$ cat config.mk
export PLATFORM = sky130hd
export DESIGN_NAME = pvs_ctrl
export DESIGN_NICKNAME = d
export VERILOG_FILES = /design/src/hw/rtl/pvs_pkg.sv /design/src/hw/rtl/pvs_ctrl.sv
export SDC_FILE = /design/constraint.sdc
export NUM_CORES = 1
export LEC_CHECK = 0
export ABC_AREA = 1
export ABC_CLOCK_PERIOD_IN_PS = 3540
export BUFFER_PORTS_ARGS = -buffer_cell sky130_fd_sc_hd__buf_2
export CAP_MARGIN = 40
export CORE_MARGIN = 2
export CORE_UTILIZATION = 30
export CTS_BUF_LIST = sky130_fd_sc_hd__clkbuf_8 sky130_fd_sc_hd__clkbuf_16
export DETAILED_ROUTE_END_ITERATION = 10
export GPL_TIMING_DRIVEN = 0
export REMOVE_ABC_BUFFERS = 1
export SKIP_CTS_REPAIR_TIMING = 1
export SLEW_MARGIN = 20
export SYNTH_ARGS = -nofsm -noshare
export SYNTH_HDL_FRONTEND = slang
export SYNTH_SLANG_ARGS = --single-unit
export TNS_END_PERCENT = 10
$ cat constraint.sdc
create_clock -name clk_i -period 3.54 [get_ports clk_i]
set_input_delay 0.708 -clock clk_i [delete_from_list [all_inputs] [get_ports clk_i]]
set_output_delay 0.708 -clock clk_i [all_outputs]
set_load 0.02 [all_outputs]
$ cat src/hw/rtl/pvs_pkg.sv
`timescale 1ns / 1ps
// ----------------------------------------------------------------------------
// pvs_pkg
// Shared constants, codes and controller/datapath command types for the
// pairwise vector similarity block.
// ----------------------------------------------------------------------------
package pvs_pkg;

  localparam int unsigned ELEM_W  = 16;
  localparam int unsigned ACC_W   = 48;
  localparam int unsigned CNT_W   = 17;
  localparam int unsigned MODE_W  = 2;
  localparam int unsigned MAX_DIM = 1024;

  localparam logic [CNT_W-1:0] CNT_MAX      = '1;
  localparam logic [30:0]      EXP_NEG1_Q32 = 31'd1580030169;
  localparam logic [32:0]      ONE_Q32      = 33'h1_0000_0000;
  localparam logic [16:0]      ONE_Q16      = 17'h1_0000;
  localparam logic [3:0]       TAYLOR_TERMS = 4'd14;
  localparam logic [15:0]      EXP_INT_LIM  = 16'd12;

  localparam logic [MODE_W-1:0] MODE_DOT = 2'd0;
  localparam logic [MODE_W-1:0] MODE_COS = 2'd1;
  localparam logic [MODE_W-1:0] MODE_EXP = 2'd2;

  typedef enum logic [1:0] {
    RES_DOT,
    RES_ZERO,
    RES_COS,
    RES_EXP
  } res_sel_e;

  typedef enum logic [1:0] {
    SQ_A,
    SQ_B,
    SQ_D
  } sq_sel_e;

  typedef struct packed {
    logic     acc;
    logic     clr;
    logic     sq_start;
    sq_sel_e  sq_sel;
    logic     sq_step;
    logic     save_sa;
    logic     mul_den;
    logic     div_cos;
    logic     div_euc;
    logic     div_term;
    logic     div_step;
    logic [3:0] k;
    logic     save_x;
    logic     tacc;
    logic     clamp;
    logic     exp_step;
    logic     load_out;
    res_sel_e res_sel;
  } pvs_cmd_t;

  typedef struct packed {
    logic       norm_zero;
    logic       x_ge12;
    logic [3:0] n_low;
    logic       out_busy;
  } pvs_status_t;

endpackage

$ cat src/hw/rtl/pvs_ctrl.sv
`timescale 1ns / 1ps
// ----------------------------------------------------------------------------
// pvs_ctrl
// Sequencer: accumulate phase, then square roots, divides and the exp series
// on the shared datapath units.
// ----------------------------------------------------------------------------
module pvs_ctrl (
  input  logic                        clk_i,
  input  logic                        rst_ni,
  input  logic                        in_valid_i,
  input  logic                        in_last_i,
  output logic                        in_ready_o,
  input  logic                        cfg_we_i,
  input  logic [pvs_pkg::MODE_W-1:0]  cfg_wdata_i,
  output pvs_pkg::pvs_cmd_t           cmd_o,
  input  pvs_pkg::pvs_status_t        status_i
);

  typedef enum logic [4:0] {
    S_ACC, S_DISPATCH, S_SQA, S_SAVEA, S_SQB, S_MUL, S_CDIV_INIT, S_CDIV,
    S_SQD, S_EDIV_INIT, S_EDIV, S_XSAVE, S_XCHK, S_TMUL, S_TDIV, S_TACC,
    S_CLAMP, S_EXPN, S_DONE
  } state_e;

  state_e                       state_q;
  logic [4:0]                   stp_q;
  logic [3:0]                   k_q;
  pvs_pkg::res_sel_e            res_sel_q;
  logic [pvs_pkg::MODE_W-1:0]   mode_q;

  always_ff @(posedge clk_i or negedge rst_ni) begin
    if (!rst_ni) begin
      state_q   <= S_ACC;
      stp_q     <= '0;
      k_q       <= '0;
      res_sel_q <= pvs_pkg::RES_DOT;
      mode_q    <= pvs_pkg::MODE_DOT;
    end else begin
      if (cfg_we_i) begin
        mode_q <= cfg_wdata_i;
      end
      case (state_q)
        S_ACC: begin
          if (in_valid_i && in_last_i) state_q <= S_DISPATCH;
        end
        S_DISPATCH: begin
          stp_q <= 5'd31;
          case (mode_q)
            pvs_pkg::MODE_COS: begin
              if (status_i.norm_zero) begin
                res_sel_q <= pvs_pkg::RES_ZERO;
                state_q   <= S_DONE;
              end else begin
                state_q <= S_SQA;
              end
            end
            pvs_pkg::MODE_EXP: state_q <= S_SQD;
            default: begin
              res_sel_q <= pvs_pkg::RES_DOT;
              state_q   <= S_DONE;
            end
          endcase
        end
        S_SQA: begin
          stp_q <= stp_q - 5'd1;
          if (stp_q == '0) state_q <= S_SAVEA;
        end
        S_SAVEA: begin
          stp_q   <= 5'd31;
          state_q <= S_SQB;
        end
        S_SQB: begin
          stp_q <= stp_q - 5'd1;
          if (stp_q == '0) state_q <= S_MUL;
        end
        S_MUL: state_q <= S_CDIV_INIT;
        S_CDIV_INIT: begin
          stp_q   <= 5'd31;
          state_q <= S_CDIV;
        end
        S_CDIV: begin
          stp_q <= stp_q - 5'd1;
          if (stp_q == '0) begin
            res_sel_q <= pvs_pkg::RES_COS;
            state_q   <= S_DONE;
          end
        end
        S_SQD: begin
          stp_q <= stp_q - 5'd1;
          if (stp_q == '0) state_q <= S_EDIV_INIT;
        end
        S_EDIV_INIT: begin
          stp_q   <= 5'd31;
          state_q <= S_EDIV;
        end
        S_EDIV: begin
          stp_q <= stp_q - 5'd1;
          if (stp_q == '0) state_q <= S_XSAVE;
        end
        S_XSAVE: state_q <= S_XCHK;
        S_XCHK: begin
          k_q <= 4'd1;
          if (status_i.x_ge12) begin
            res_sel_q <= pvs_pkg::RES_ZERO;
            state_q   <= S_DONE;
          end else begin
            state_q <= S_TMUL;
          end
        end
        S_TMUL: begin
          stp_q   <= 5'd31;
          state_q <= S_TDIV;
        end
        S_TDIV: begin
          stp_q <= stp_q - 5'd1;
          if (stp_q == '0) state_q <= S_TACC;
        end
        S_TACC: begin
          k_q <= k_q + 4'd1;
          state_q <= (k_q == pvs_pkg::TAYLOR_TERMS) ? S_CLAMP : S_TMUL;
        end
        S_CLAMP: begin
          stp_q     <= {1'b0, status_i.n_low};
          res_sel_q <= pvs_pkg::RES_EXP;
          state_q   <= (status_i.n_low == '0) ? S_DONE : S_EXPN;
        end
        S_EXPN: begin
          stp_q <= stp_q - 5'd1;
          if (stp_q == 5'd1) state_q <= S_DONE;
        end
        S_DONE: begin
          if (!status_i.out_busy) state_q <= S_ACC;
        end
        default: state_q <= S_ACC;
      endcase
    end
  end

  assign in_ready_o = (state_q == S_ACC);

  always_comb begin
    cmd_o         = '0;
    cmd_o.sq_sel  = pvs_pkg::SQ_A;
    cmd_o.res_sel = res_sel_q;
    cmd_o.k       = k_q;
    case (state_q)
      S_ACC: cmd_o.acc = in_valid_i;
      S_DISPATCH: begin
        if (mode_q == pvs_pkg::MODE_COS) begin
          cmd_o.sq_start = !status_i.norm_zero;
        end else if (mode_q == pvs_pkg::MODE_EXP) begin
          cmd_o.sq_start = 1'b1;
          cmd_o.sq_sel   = pvs_pkg::SQ_D;
        end
      end
      S_SQA, S_SQB, S_SQD: cmd_o.sq_step = 1'b1;
      S_SAVEA: begin
        cmd_o.save_sa  = 1'b1;
        cmd_o.sq_start = 1'b1;
        cmd_o.sq_sel   = pvs_pkg::SQ_B;
      end
      S_MUL:       cmd_o.mul_den  = 1'b1;
      S_CDIV_INIT: cmd_o.div_cos  = 1'b1;
      S_EDIV_INIT: cmd_o.div_euc  = 1'b1;
      S_CDIV, S_EDIV, S_TDIV: cmd_o.div_step = 1'b1;
      S_XSAVE:     cmd_o.save_x   = 1'b1;
      S_TMUL:      cmd_o.div_term = 1'b1;
      S_TACC:      cmd_o.tacc     = 1'b1;
      S_CLAMP:     cmd_o.clamp    = 1'b1;
      S_EXPN:      cmd_o.exp_step = 1'b1;
      S_DONE: begin
        cmd_o.load_out = !status_i.out_busy;
        cmd_o.clr      = !status_i.out_busy;
      end
      default: ;
    endcase
  end

endmodule

==> report_table.html, run 1 <==
<table>
<tr><th>Metric</th><th>Value</th></tr>
<tr><th colspan="2">Clock tree</th></tr>
<tr><td>Clock tree from TritonCTS</td><td>built</td></tr>
<tr><td>Clock tree buffer depth</td><td>2</td></tr>
<tr><td>Sinks on the clock net</td><td>18</td></tr>
<tr><td>Clock latency at the later pin of the worst-skew pair</td><td>0.26 ns</td></tr>
<tr><td>Clk slew on worst S/H paths</td><td>roughly 0.07 ns</td></tr>
<tr><td>H-tree Lvls</td><td>1</td></tr>
<tr><td>Total clock buffers created by CTS</td><td>3</td></tr>
<tr><td>Root buffer cell</td><td>clkbuf_8</td></tr>
<tr><th colspan="2">Synth</th></tr>
<tr><td>Dominant synthesized flop cell</td><td>dfrtp_1</td></tr>
<tr><td>Fraction of post-synthesis cell area in the top cell type by area</td><td>0.2941</td></tr>
<tr><td>Unique masters post-synth</td><td>26</td></tr>
<tr><td>Sequential cell area fraction in the yosys report</td><td>0.2941</td></tr>
<tr><td>Combined area of all synthesized cells</td><td>about 1500 sq um</td></tr>
<tr><td>Synth async-reset ratio</td><td>1.000</td></tr>
<tr><td>Cell type with the largest total area after synthesis</td><td>dfrtp_1</td></tr>
<tr><td>Count of flip-flops with a built-in enable after synthesis</td><td>0</td></tr>
<tr><td>Most area-consuming cells after synthesis</td><td>dfrtp_1 29%, nand2_1 15%, inv_1 8.8%</td></tr>
<tr><td>Number of storage elements in the synthesis netlist</td><td>18</td></tr>
<tr><td>Leading post-synthesis cells by instance count</td><td>60 x nand2_1, 36 x inv_1, 30 x nor2_1</td></tr>
<tr><td>Count leader, synth</td><td>nand2_1</td></tr>
<tr><td>Warnings from Yosys</td><td>0</td></tr>
<tr><td>Syn Inst Count</td><td>roughly 230</td></tr>
<tr><td>Average cell area after synthesis</td><td>6.601 sq um</td></tr>
<tr><th colspan="2">Die</th></tr>
<tr><td>Initial Util</td><td>0.3057</td></tr>
<tr><td>Die Outline Area</td><td>5693 sq um</td></tr>
<tr><td>X dimension of the die</td><td>between 70 and 80 microns</td></tr>
<tr><td>Num ports</td><td>38</td></tr>
<tr><td>Height of the die</td><td>~75 microns</td></tr>
<tr><td>Number of rows in the core area</td><td>26</td></tr>
<tr><td>Area of the core region</td><td>5010 sq um</td></tr>
<tr><th colspan="2">Critical path</th></tr>
<tr><td>Maximum fanout along the worst path</td><td>11</td></tr>
<tr><td>Crit end category</td><td>output port</td></tr>
<tr><td>WP data arrival</td><td>between 1.5 and 2 ns</td></tr>
<tr><td>Worst EP required</td><td>between 2 and 3 ns</td></tr>
<tr><td>Type of the worst setup path</td><td>register to output port</td></tr>
<tr><td>Crit path launch type</td><td>register</td></tr>
<tr><th colspan="2">Timing</th></tr>
<tr><td>Final critical path time including I/O delays and setup</td><td>2.634 ns</td></tr>
<tr><td>Sum Neg Setup Slack</td><td>0 ns</td></tr>
<tr><td>Highest clock rate</td><td>roughly 380 MHz</td></tr>
<tr><td>Unrepaired setup endpoints after global routing</td><td>no</td></tr>
<tr><td>Worst Skew</td><td>0.002541 ns</td></tr>
<tr><td>Count of pins over their slew limit</td><td>0</td></tr>
<tr><td>Hold Vio Cnt, Final</td><td>0</td></tr>
<tr><td>Worst rel slew slack</td><td>0.6914</td></tr>
<tr><td>Total setup violations reported at the end of the flow</td><td>0</td></tr>
<tr><td>Ratio of final minimum period to clock period</td><td>0.7439</td></tr>
<tr><td>Worst Tran Pin Value</td><td>0.4615 ns</td></tr>
<tr><th colspan="2">Placement</th></tr>
<tr><td>I/O Buffers</td><td>37</td></tr>
<tr><td>Post-Place Cell Area</td><td>1763 sq um</td></tr>
<tr><td>Post-detail-place hpwl</td><td>3.100 mm</td></tr>
<tr><td>Routability congestion estimate from global placement</td><td>~0.85</td></tr>
<tr><th colspan="2">Cells and area</th></tr>
<tr><td>Area growth syn-to-layout</td><td>17.81%</td></tr>
<tr><td>Final design area excluding fillers</td><td>between 1500 and 2000 sq um</td></tr>
<tr><td>Antenna diode count</td><td>0</td></tr>
<tr><td>Number of filler cells placed in the layout</td><td>between 500 and 600</td></tr>
<tr><td>Number of nets in the final layout</td><td>roughly 290</td></tr>
<tr><td>Share of post-route cells with drive strength above 1</td><td>0.2210</td></tr>
<tr><th colspan="2">Detailed routing</th></tr>
<tr><td>DR pass1 iterations</td><td>4</td></tr>
<tr><td>Iter 0 DRT Violations</td><td>~100</td></tr>
<tr><td>Via Count</td><td>about 1500</td></tr>
<tr><td>DRC violation count after routing</td><td>0</td></tr>
<tr><td>Final wirelength</td><td>3.928 mm</td></tr>
<tr><td>Average vias per placed instance</td><td>about 4.6</td></tr>
<tr><td>Final antenna-violating net count</td><td>0</td></tr>
<tr><td>Routed wire length per instance</td><td>approximately 12 microns</td></tr>
<tr><th colspan="2">GRT</th></tr>
<tr><td>Vias in the first global route</td><td>~1400</td></tr>
<tr><td>First-pass GRT wire length</td><td>6.237 mm</td></tr>
<tr><td>GR Overflow Total</td><td>0</td></tr>
<tr><td>Antenna violations before repair</td><td>0</td></tr>
<tr><td>GRT Resource Usage Total</td><td>0.1451</td></tr>
<tr><td>Maximum number of pins on one net before global-route repair</td><td>19</td></tr>
<tr><th colspan="2">Status</th></tr>
<tr><td>Run status</td><td>finished clean</td></tr>
<tr><th colspan="2">Min path</th></tr>
<tr><td>Path type of the worst min-delay path</td><td>primary input to asynchronous set/reset pin</td></tr>
<tr><th colspan="2">Power and ir drop</th></tr>
<tr><td>Reported leakage power</td><td>roughly 1.1 nW</td></tr>
<tr><td>IR Drop Worst-Case VDD</td><td>0.0002834 V</td></tr>
<tr><td>Pwr Density</td><td>roughly 840 nW/um^2</td></tr>
<tr><th colspan="2">Run</th></tr>
<tr><td>Max-capacitance violation count</td><td>0</td></tr>
</table>
## per-layer routing
metal / routed length, microns / vias up / global-route usage
li1: - / 802 / -
met1: 1847 / 685 / 0.1997
met4: 66 / 0 / 0.05263
met2: 1804 / 41 / 0.2329
met5: 0 / - / 0
met3: 209 / 7 / 0.01984
## cell families (layout without fill, tap and decap cells)
kind of cell             count (synthesis)  count (layout)  synth area share
AO/OA/AOI/OAI                           19              19           0.07190
flip-flops                              18              18            0.2941
adder cells (fa/ha/maj)                  5               5           0.04085
AND/OR/NAND/NOR                        142             142            0.4444
XOR/XNOR                                 5               5           0.02860
buffers and inverters                   43              78            0.1201
## cell type report
type / count / area, sq um / share of cell area
tap: 70 / 87.58 / 0.04854
sequential: 18 / 450.4 / 0.2497
timing repair buffer: 37 / 185.2 / 0.1026
inverter: 38 / 142.6 / 0.07906
clock buffer: 3 / 41.29 / 0.02288
multi-input combinational: 171 / 897.1 / 0.4972
## state kept, by name (all words and copies together), names as in the netlist
register and count:
res_sel_q 2, stp_q 5, mode_q 2, k_q 4, state_q 5
## power breakdown
group	total [mW]	switching (mW)	internal [mW]
logic	0.996	0.670	0.325
clock network	0.147	0.0717	0.0758
registers	0.373	0.0878	0.285
total	1.52	0.830	0.686
## through the flow
stage                     hold WS [ns]    util  setup WS [ns]  std cells  total power, mW
final                           0.3793  0.3601         0.9064        337            1.516
after global routing            0.4065  0.3601         0.7688        337            1.682
after CTS                       0.4054  0.3601         0.9084        337            1.521
after detailed placement        0.5133  0.3519          1.192        334            1.366
after global placement          0.4938  0.3519          1.198        334            1.363
after floorplan                 0.4124       -          1.547        227            1.118
## final timing paths
kind	start	end	slack [ns]	cells after the start
min in group clk_i	res_sel_q[0]$_DFFE_PN0P_	res_sel_q[0]$_DFFE_PN0P_	0.53	2
worst min register to register	res_sel_q[0]$_DFFE_PN0P_	res_sel_q[0]$_DFFE_PN0P_	0.53	2
worst max register to register	state_q[0]$_DFFE_PN0P_	state_q[0]$_DFFE_PN0P_	1.63	7
worst max-delay path	state_q[0]$_DFFE_PN0P_	cmd_o[4]	0.91	4
worst min-delay path	rst_ni	state_q[2]$_DFFE_PN0P_	0.38	1
max in group asynchronous	rst_ni	mode_q[0]$_DFFE_PN0P_	2.86	1
## worst max-delay path: stages, from the launching register on
cell,delay [ns]
dfrtp_1,0.49
nor2_2,0.30
nand3_1,0.42
inv_1,0.26
buf_2,0.20
## placed cells by master, fill, tap and decap left out, drive strengths merged
cell type | synthesis | routed
a21boi | 1 | 1
a21oi | 5 | 5
a31oi | 1 | 1
buf | 5 | 37
clkbuf | 0 | 3
dfrtp | 18 | 18
ha | 5 | 5
inv | 38 | 38
nand2 | 64 | 64
nand3 | 32 | 32
nand3b | 1 | 1
nand4 | 7 | 7
nor2 | 37 | 37
nor3 | 1 | 1
o21ai | 12 | 12
xnor2 | 2 | 2
xor2 | 3 | 3
Note: power is estimated with default switching activity, not from simulation.
==> run 2, diff against run 1 <==
--- a/config.mk
+++ b/config.mk
@@ -6,7 +6,7 @@
 export NUM_CORES = 1
 export LEC_CHECK = 0
 export ABC_AREA = 1
-export ABC_CLOCK_PERIOD_IN_PS = 3540
+export ABC_CLOCK_PERIOD_IN_PS = 2400
 export BUFFER_PORTS_ARGS = -buffer_cell sky130_fd_sc_hd__buf_2
 export CAP_MARGIN = 40
 export CORE_MARGIN = 2
==> constraint.sdc (replaced) <==
create_clock -name clk_i -period 2.4 [get_ports clk_i]
set_input_delay 0.48 -clock clk_i [delete_from_list [all_inputs] [get_ports clk_i]]
set_output_delay 0.48 -clock clk_i [all_outputs]
set_load 0.02 [all_outputs]
==> report_table.html, run 2 (same netlist as run 1, synthesis figures left out) <==
<table>
<tr><th>Metric</th><th>Value</th></tr>
<tr><th colspan="2">Detailed routing</th></tr>
<tr><td>Routed wire length per instance</td><td>about 12 microns</td></tr>
<tr><td>Average vias per placed instance</td><td>4.567</td></tr>
<tr><td>DR pass1 iterations</td><td>4</td></tr>
<tr><td>Final antenna-violating net count</td><td>0</td></tr>
<tr><td>Final wirelength</td><td>between 3 and 4 mm</td></tr>
<tr><td>Iter 0 DRT Violations</td><td>about 110</td></tr>
<tr><td>DRC violation count after routing</td><td>0</td></tr>
<tr><td>Via Count</td><td>around 1500</td></tr>
<tr><th colspan="2">Die</th></tr>
<tr><td>Die Outline Area</td><td>roughly 5700 sq um</td></tr>
<tr><td>Height of the die</td><td>approximately 75 microns</td></tr>
<tr><td>Number of rows in the core area</td><td>26</td></tr>
<tr><td>Initial Util</td><td>0.3057</td></tr>
<tr><td>Num ports</td><td>38</td></tr>
<tr><td>Area of the core region</td><td>around 5000 sq um</td></tr>
<tr><td>X dimension of the die</td><td>roughly 75 microns</td></tr>
<tr><th colspan="2">Critical path</th></tr>
<tr><td>CP max stage cell</td><td>dfrtp_1</td></tr>
<tr><td>Longest individual stage delay on the worst path</td><td>between 0.4 and 0.5 ns</td></tr>
<tr><td>Crit end category</td><td>output port</td></tr>
<tr><td>Worst path buffer plus inverter count</td><td>2</td></tr>
<tr><td>WP data arrival</td><td>1.78 ns</td></tr>
<tr><td>Maximum fanout along the worst path</td><td>11</td></tr>
<tr><td>Family with the most delay on the worst path</td><td>simple AND/OR/NAND/NOR gates</td></tr>
<tr><td>Cell-by-cell listing of the critical path</td><td>nor2_2 -&gt; nand3_2 -&gt; inv_1 -&gt; buf_2</td></tr>
<tr><td>Type of the worst setup path</td><td>register to output port</td></tr>
<tr><td>Crit path launch type</td><td>register</td></tr>
<tr><td>Worst EP required</td><td>1.92 ns</td></tr>
<tr><th colspan="2">Cells and area</th></tr>
<tr><td>Antenna diode count</td><td>0</td></tr>
<tr><td>Final design area excluding fillers</td><td>between 1500 and 2000 sq um</td></tr>
<tr><td>Share of post-route cells with drive strength above 1</td><td>0.2247</td></tr>
<tr><td>Regs by FF count</td><td>state_q (5), stp_q (5), k_q (4)</td></tr>
<tr><td>Area of the multi-input gates</td><td>around 900 sq um</td></tr>
<tr><td>Number of nets in the final layout</td><td>288</td></tr>
<tr><td>Commonest cells after routing, fill and taps aside</td><td>60 x nand2_1, 37 x buf_2, 36 x inv_1, 30 x nor2_1, 26 x nand3_1</td></tr>
<tr><td>Most common cell after layout, fill and taps aside</td><td>nand2_1</td></tr>
<tr><td>Area growth syn-to-layout</td><td>18.14%</td></tr>
<tr><td>Number of filler cells placed in the layout</td><td>581</td></tr>
<tr><td>Share of the core filled with cells in the final layout</td><td>0.3611</td></tr>
<tr><td>Sequential Area</td><td>between 400 and 500 sq um</td></tr>
<tr><th colspan="2">Min path</th></tr>
<tr><td>Path type of the worst min-delay path</td><td>primary input to asynchronous set/reset pin</td></tr>
<tr><th colspan="2">Timing</th></tr>
<tr><td>Ratio of final minimum period to clock period</td><td>0.9414</td></tr>
<tr><td>Worst rel slew slack</td><td>0.7118</td></tr>
<tr><td>Unrepaired setup endpoints after global routing</td><td>no</td></tr>
<tr><td>Worst Slack Setup Final</td><td>0.1406 ns</td></tr>
<tr><td>Hold Vio Cnt, Final</td><td>0</td></tr>
<tr><td>Worst Skew</td><td>~0.0026 ns</td></tr>
<tr><td>Final critical path time including I/O delays and setup</td><td>around 2.3 ns</td></tr>
<tr><td>Count of pins over their slew limit</td><td>0</td></tr>
<tr><td>Total setup violations reported at the end of the flow</td><td>0</td></tr>
<tr><td>Highest clock rate</td><td>approximately 440 MHz</td></tr>
<tr><td>Worst Tran Pin Value</td><td>roughly 0.43 ns</td></tr>
<tr><th colspan="2">Placement</th></tr>
<tr><td>I/O Buffers</td><td>37</td></tr>
<tr><td>Post-Place Cell Area</td><td>~1800 sq um</td></tr>
<tr><td>Post-detail-place hpwl</td><td>between 3 and 4 mm</td></tr>
<tr><td>Routability congestion estimate from global placement</td><td>between 0.8 and 0.9</td></tr>
<tr><td>Worst setup timing slack at the placement stage</td><td>about 0.28 ns</td></tr>
<tr><th colspan="2">GRT</th></tr>
<tr><td>GRT Resource Usage Total</td><td>0.1451</td></tr>
<tr><td>GR Overflow Total</td><td>0</td></tr>
<tr><td>Vias in the first global route</td><td>1407</td></tr>
<tr><td>Maximum number of pins on one net before global-route repair</td><td>19</td></tr>
<tr><td>First-pass GRT wire length</td><td>6.237 mm</td></tr>
<tr><td>Antenna violations before repair</td><td>0</td></tr>
<tr><th colspan="2">Clock tree</th></tr>
<tr><td>Clk slew on worst S/H paths</td><td>roughly 0.070 ns</td></tr>
<tr><td>Clock latency at the later pin of the worst-skew pair</td><td>~0.26 ns</td></tr>
<tr><td>Root buffer cell</td><td>clkbuf_8</td></tr>
<tr><td>H-tree Lvls</td><td>1</td></tr>
<tr><td>Total clock buffers created by CTS</td><td>3</td></tr>
<tr><td>Sinks on the clock net</td><td>18</td></tr>
<tr><td>Clock tree buffer depth</td><td>2</td></tr>
<tr><td>Clock tree from TritonCTS</td><td>built</td></tr>
<tr><th colspan="2">Power and ir drop</th></tr>
<tr><td>Reported leakage power</td><td>about 1.1 nW</td></tr>
<tr><td>Final Total Pwr</td><td>2.239 mW</td></tr>
<tr><td>Pwr Density</td><td>1238 nW/um^2</td></tr>
<tr><td>IR Drop Worst-Case VDD</td><td>around 0.00042 V</td></tr>
<tr><th colspan="2">Run</th></tr>
<tr><td>Max-capacitance violation count</td><td>0</td></tr>
<tr><th colspan="2">Status</th></tr>
<tr><td>Run status</td><td>finished clean</td></tr>
</table>
## run 2: cell counts in the layout (fill, tap and decap cells not counted)
Identical to the previous run, type by type.
## run 2: final timing paths
| kind | startpoint | endpoint | slack (ns) | depth (start not counted) |
|---|---|---|---|---|
| min | rst_ni | state_q[2]$_DFFE_PN0P_ | 0.15 | 1 |
| max in group asynchronous | rst_ni | mode_q[0]$_DFFE_PN0P_ | 1.94 | 1 |
| max | state_q[0]$_DFFE_PN0P_ | cmd_o[4] | 0.14 | 4 |
| min in group clk_i | cfg_wdata_i[1] | mode_q[1]$_DFFE_PN0P_ | 0.43 | 3 |
| max reg2reg | state_q[0]$_DFFE_PN0P_ | state_q[0]$_DFFE_PN0P_ | 0.65 | 7 |
| min reg2reg | res_sel_q[0]$_DFFE_PN0P_ | res_sel_q[0]$_DFFE_PN0P_ | 0.53 | 2 |
## run 2: cell type report
type,instances,area share
clock buffer,3,0.02282
inverter,38,0.07884
multi-input combinational,171,0.4986
sequential,18,0.2490
tap,70,0.04841
timing repair buffer,37,0.1024
## run 2: per-layer routing
layer / GRT usage / vias up / wire length, microns
met4: 0.05263 / 0 / 66
met5: 0 / - / 0
li1: - / 802 / -
met3: 0.01984 / 7 / 243
met1: 0.1997 / 687 / 1795
met2: 0.2329 / 43 / 1818
## run 2: report_power, final
group / internal (mW) / leakage, nW / total (mW) / switching (mW)
Clock: 0.112 / 0.0216 / 0.218 / 0.106
Combinational: 0.482 / 0.828 / 1.47 / 0.989
Sequential: 0.421 / 0.220 / 0.551 / 0.130
## run 2: through the flow
stage	std cells	hold slack, ns	TNS [ns]
2_1_floorplan	227	0.1844	0
5_1_grt	337	0.1785	0
3_3_place_gp	334	0.4467	0
6_report	337	0.1512	0
3_5_place_dp	334	0.4532	0
4_1_cts	337	0.1774	-0.003639
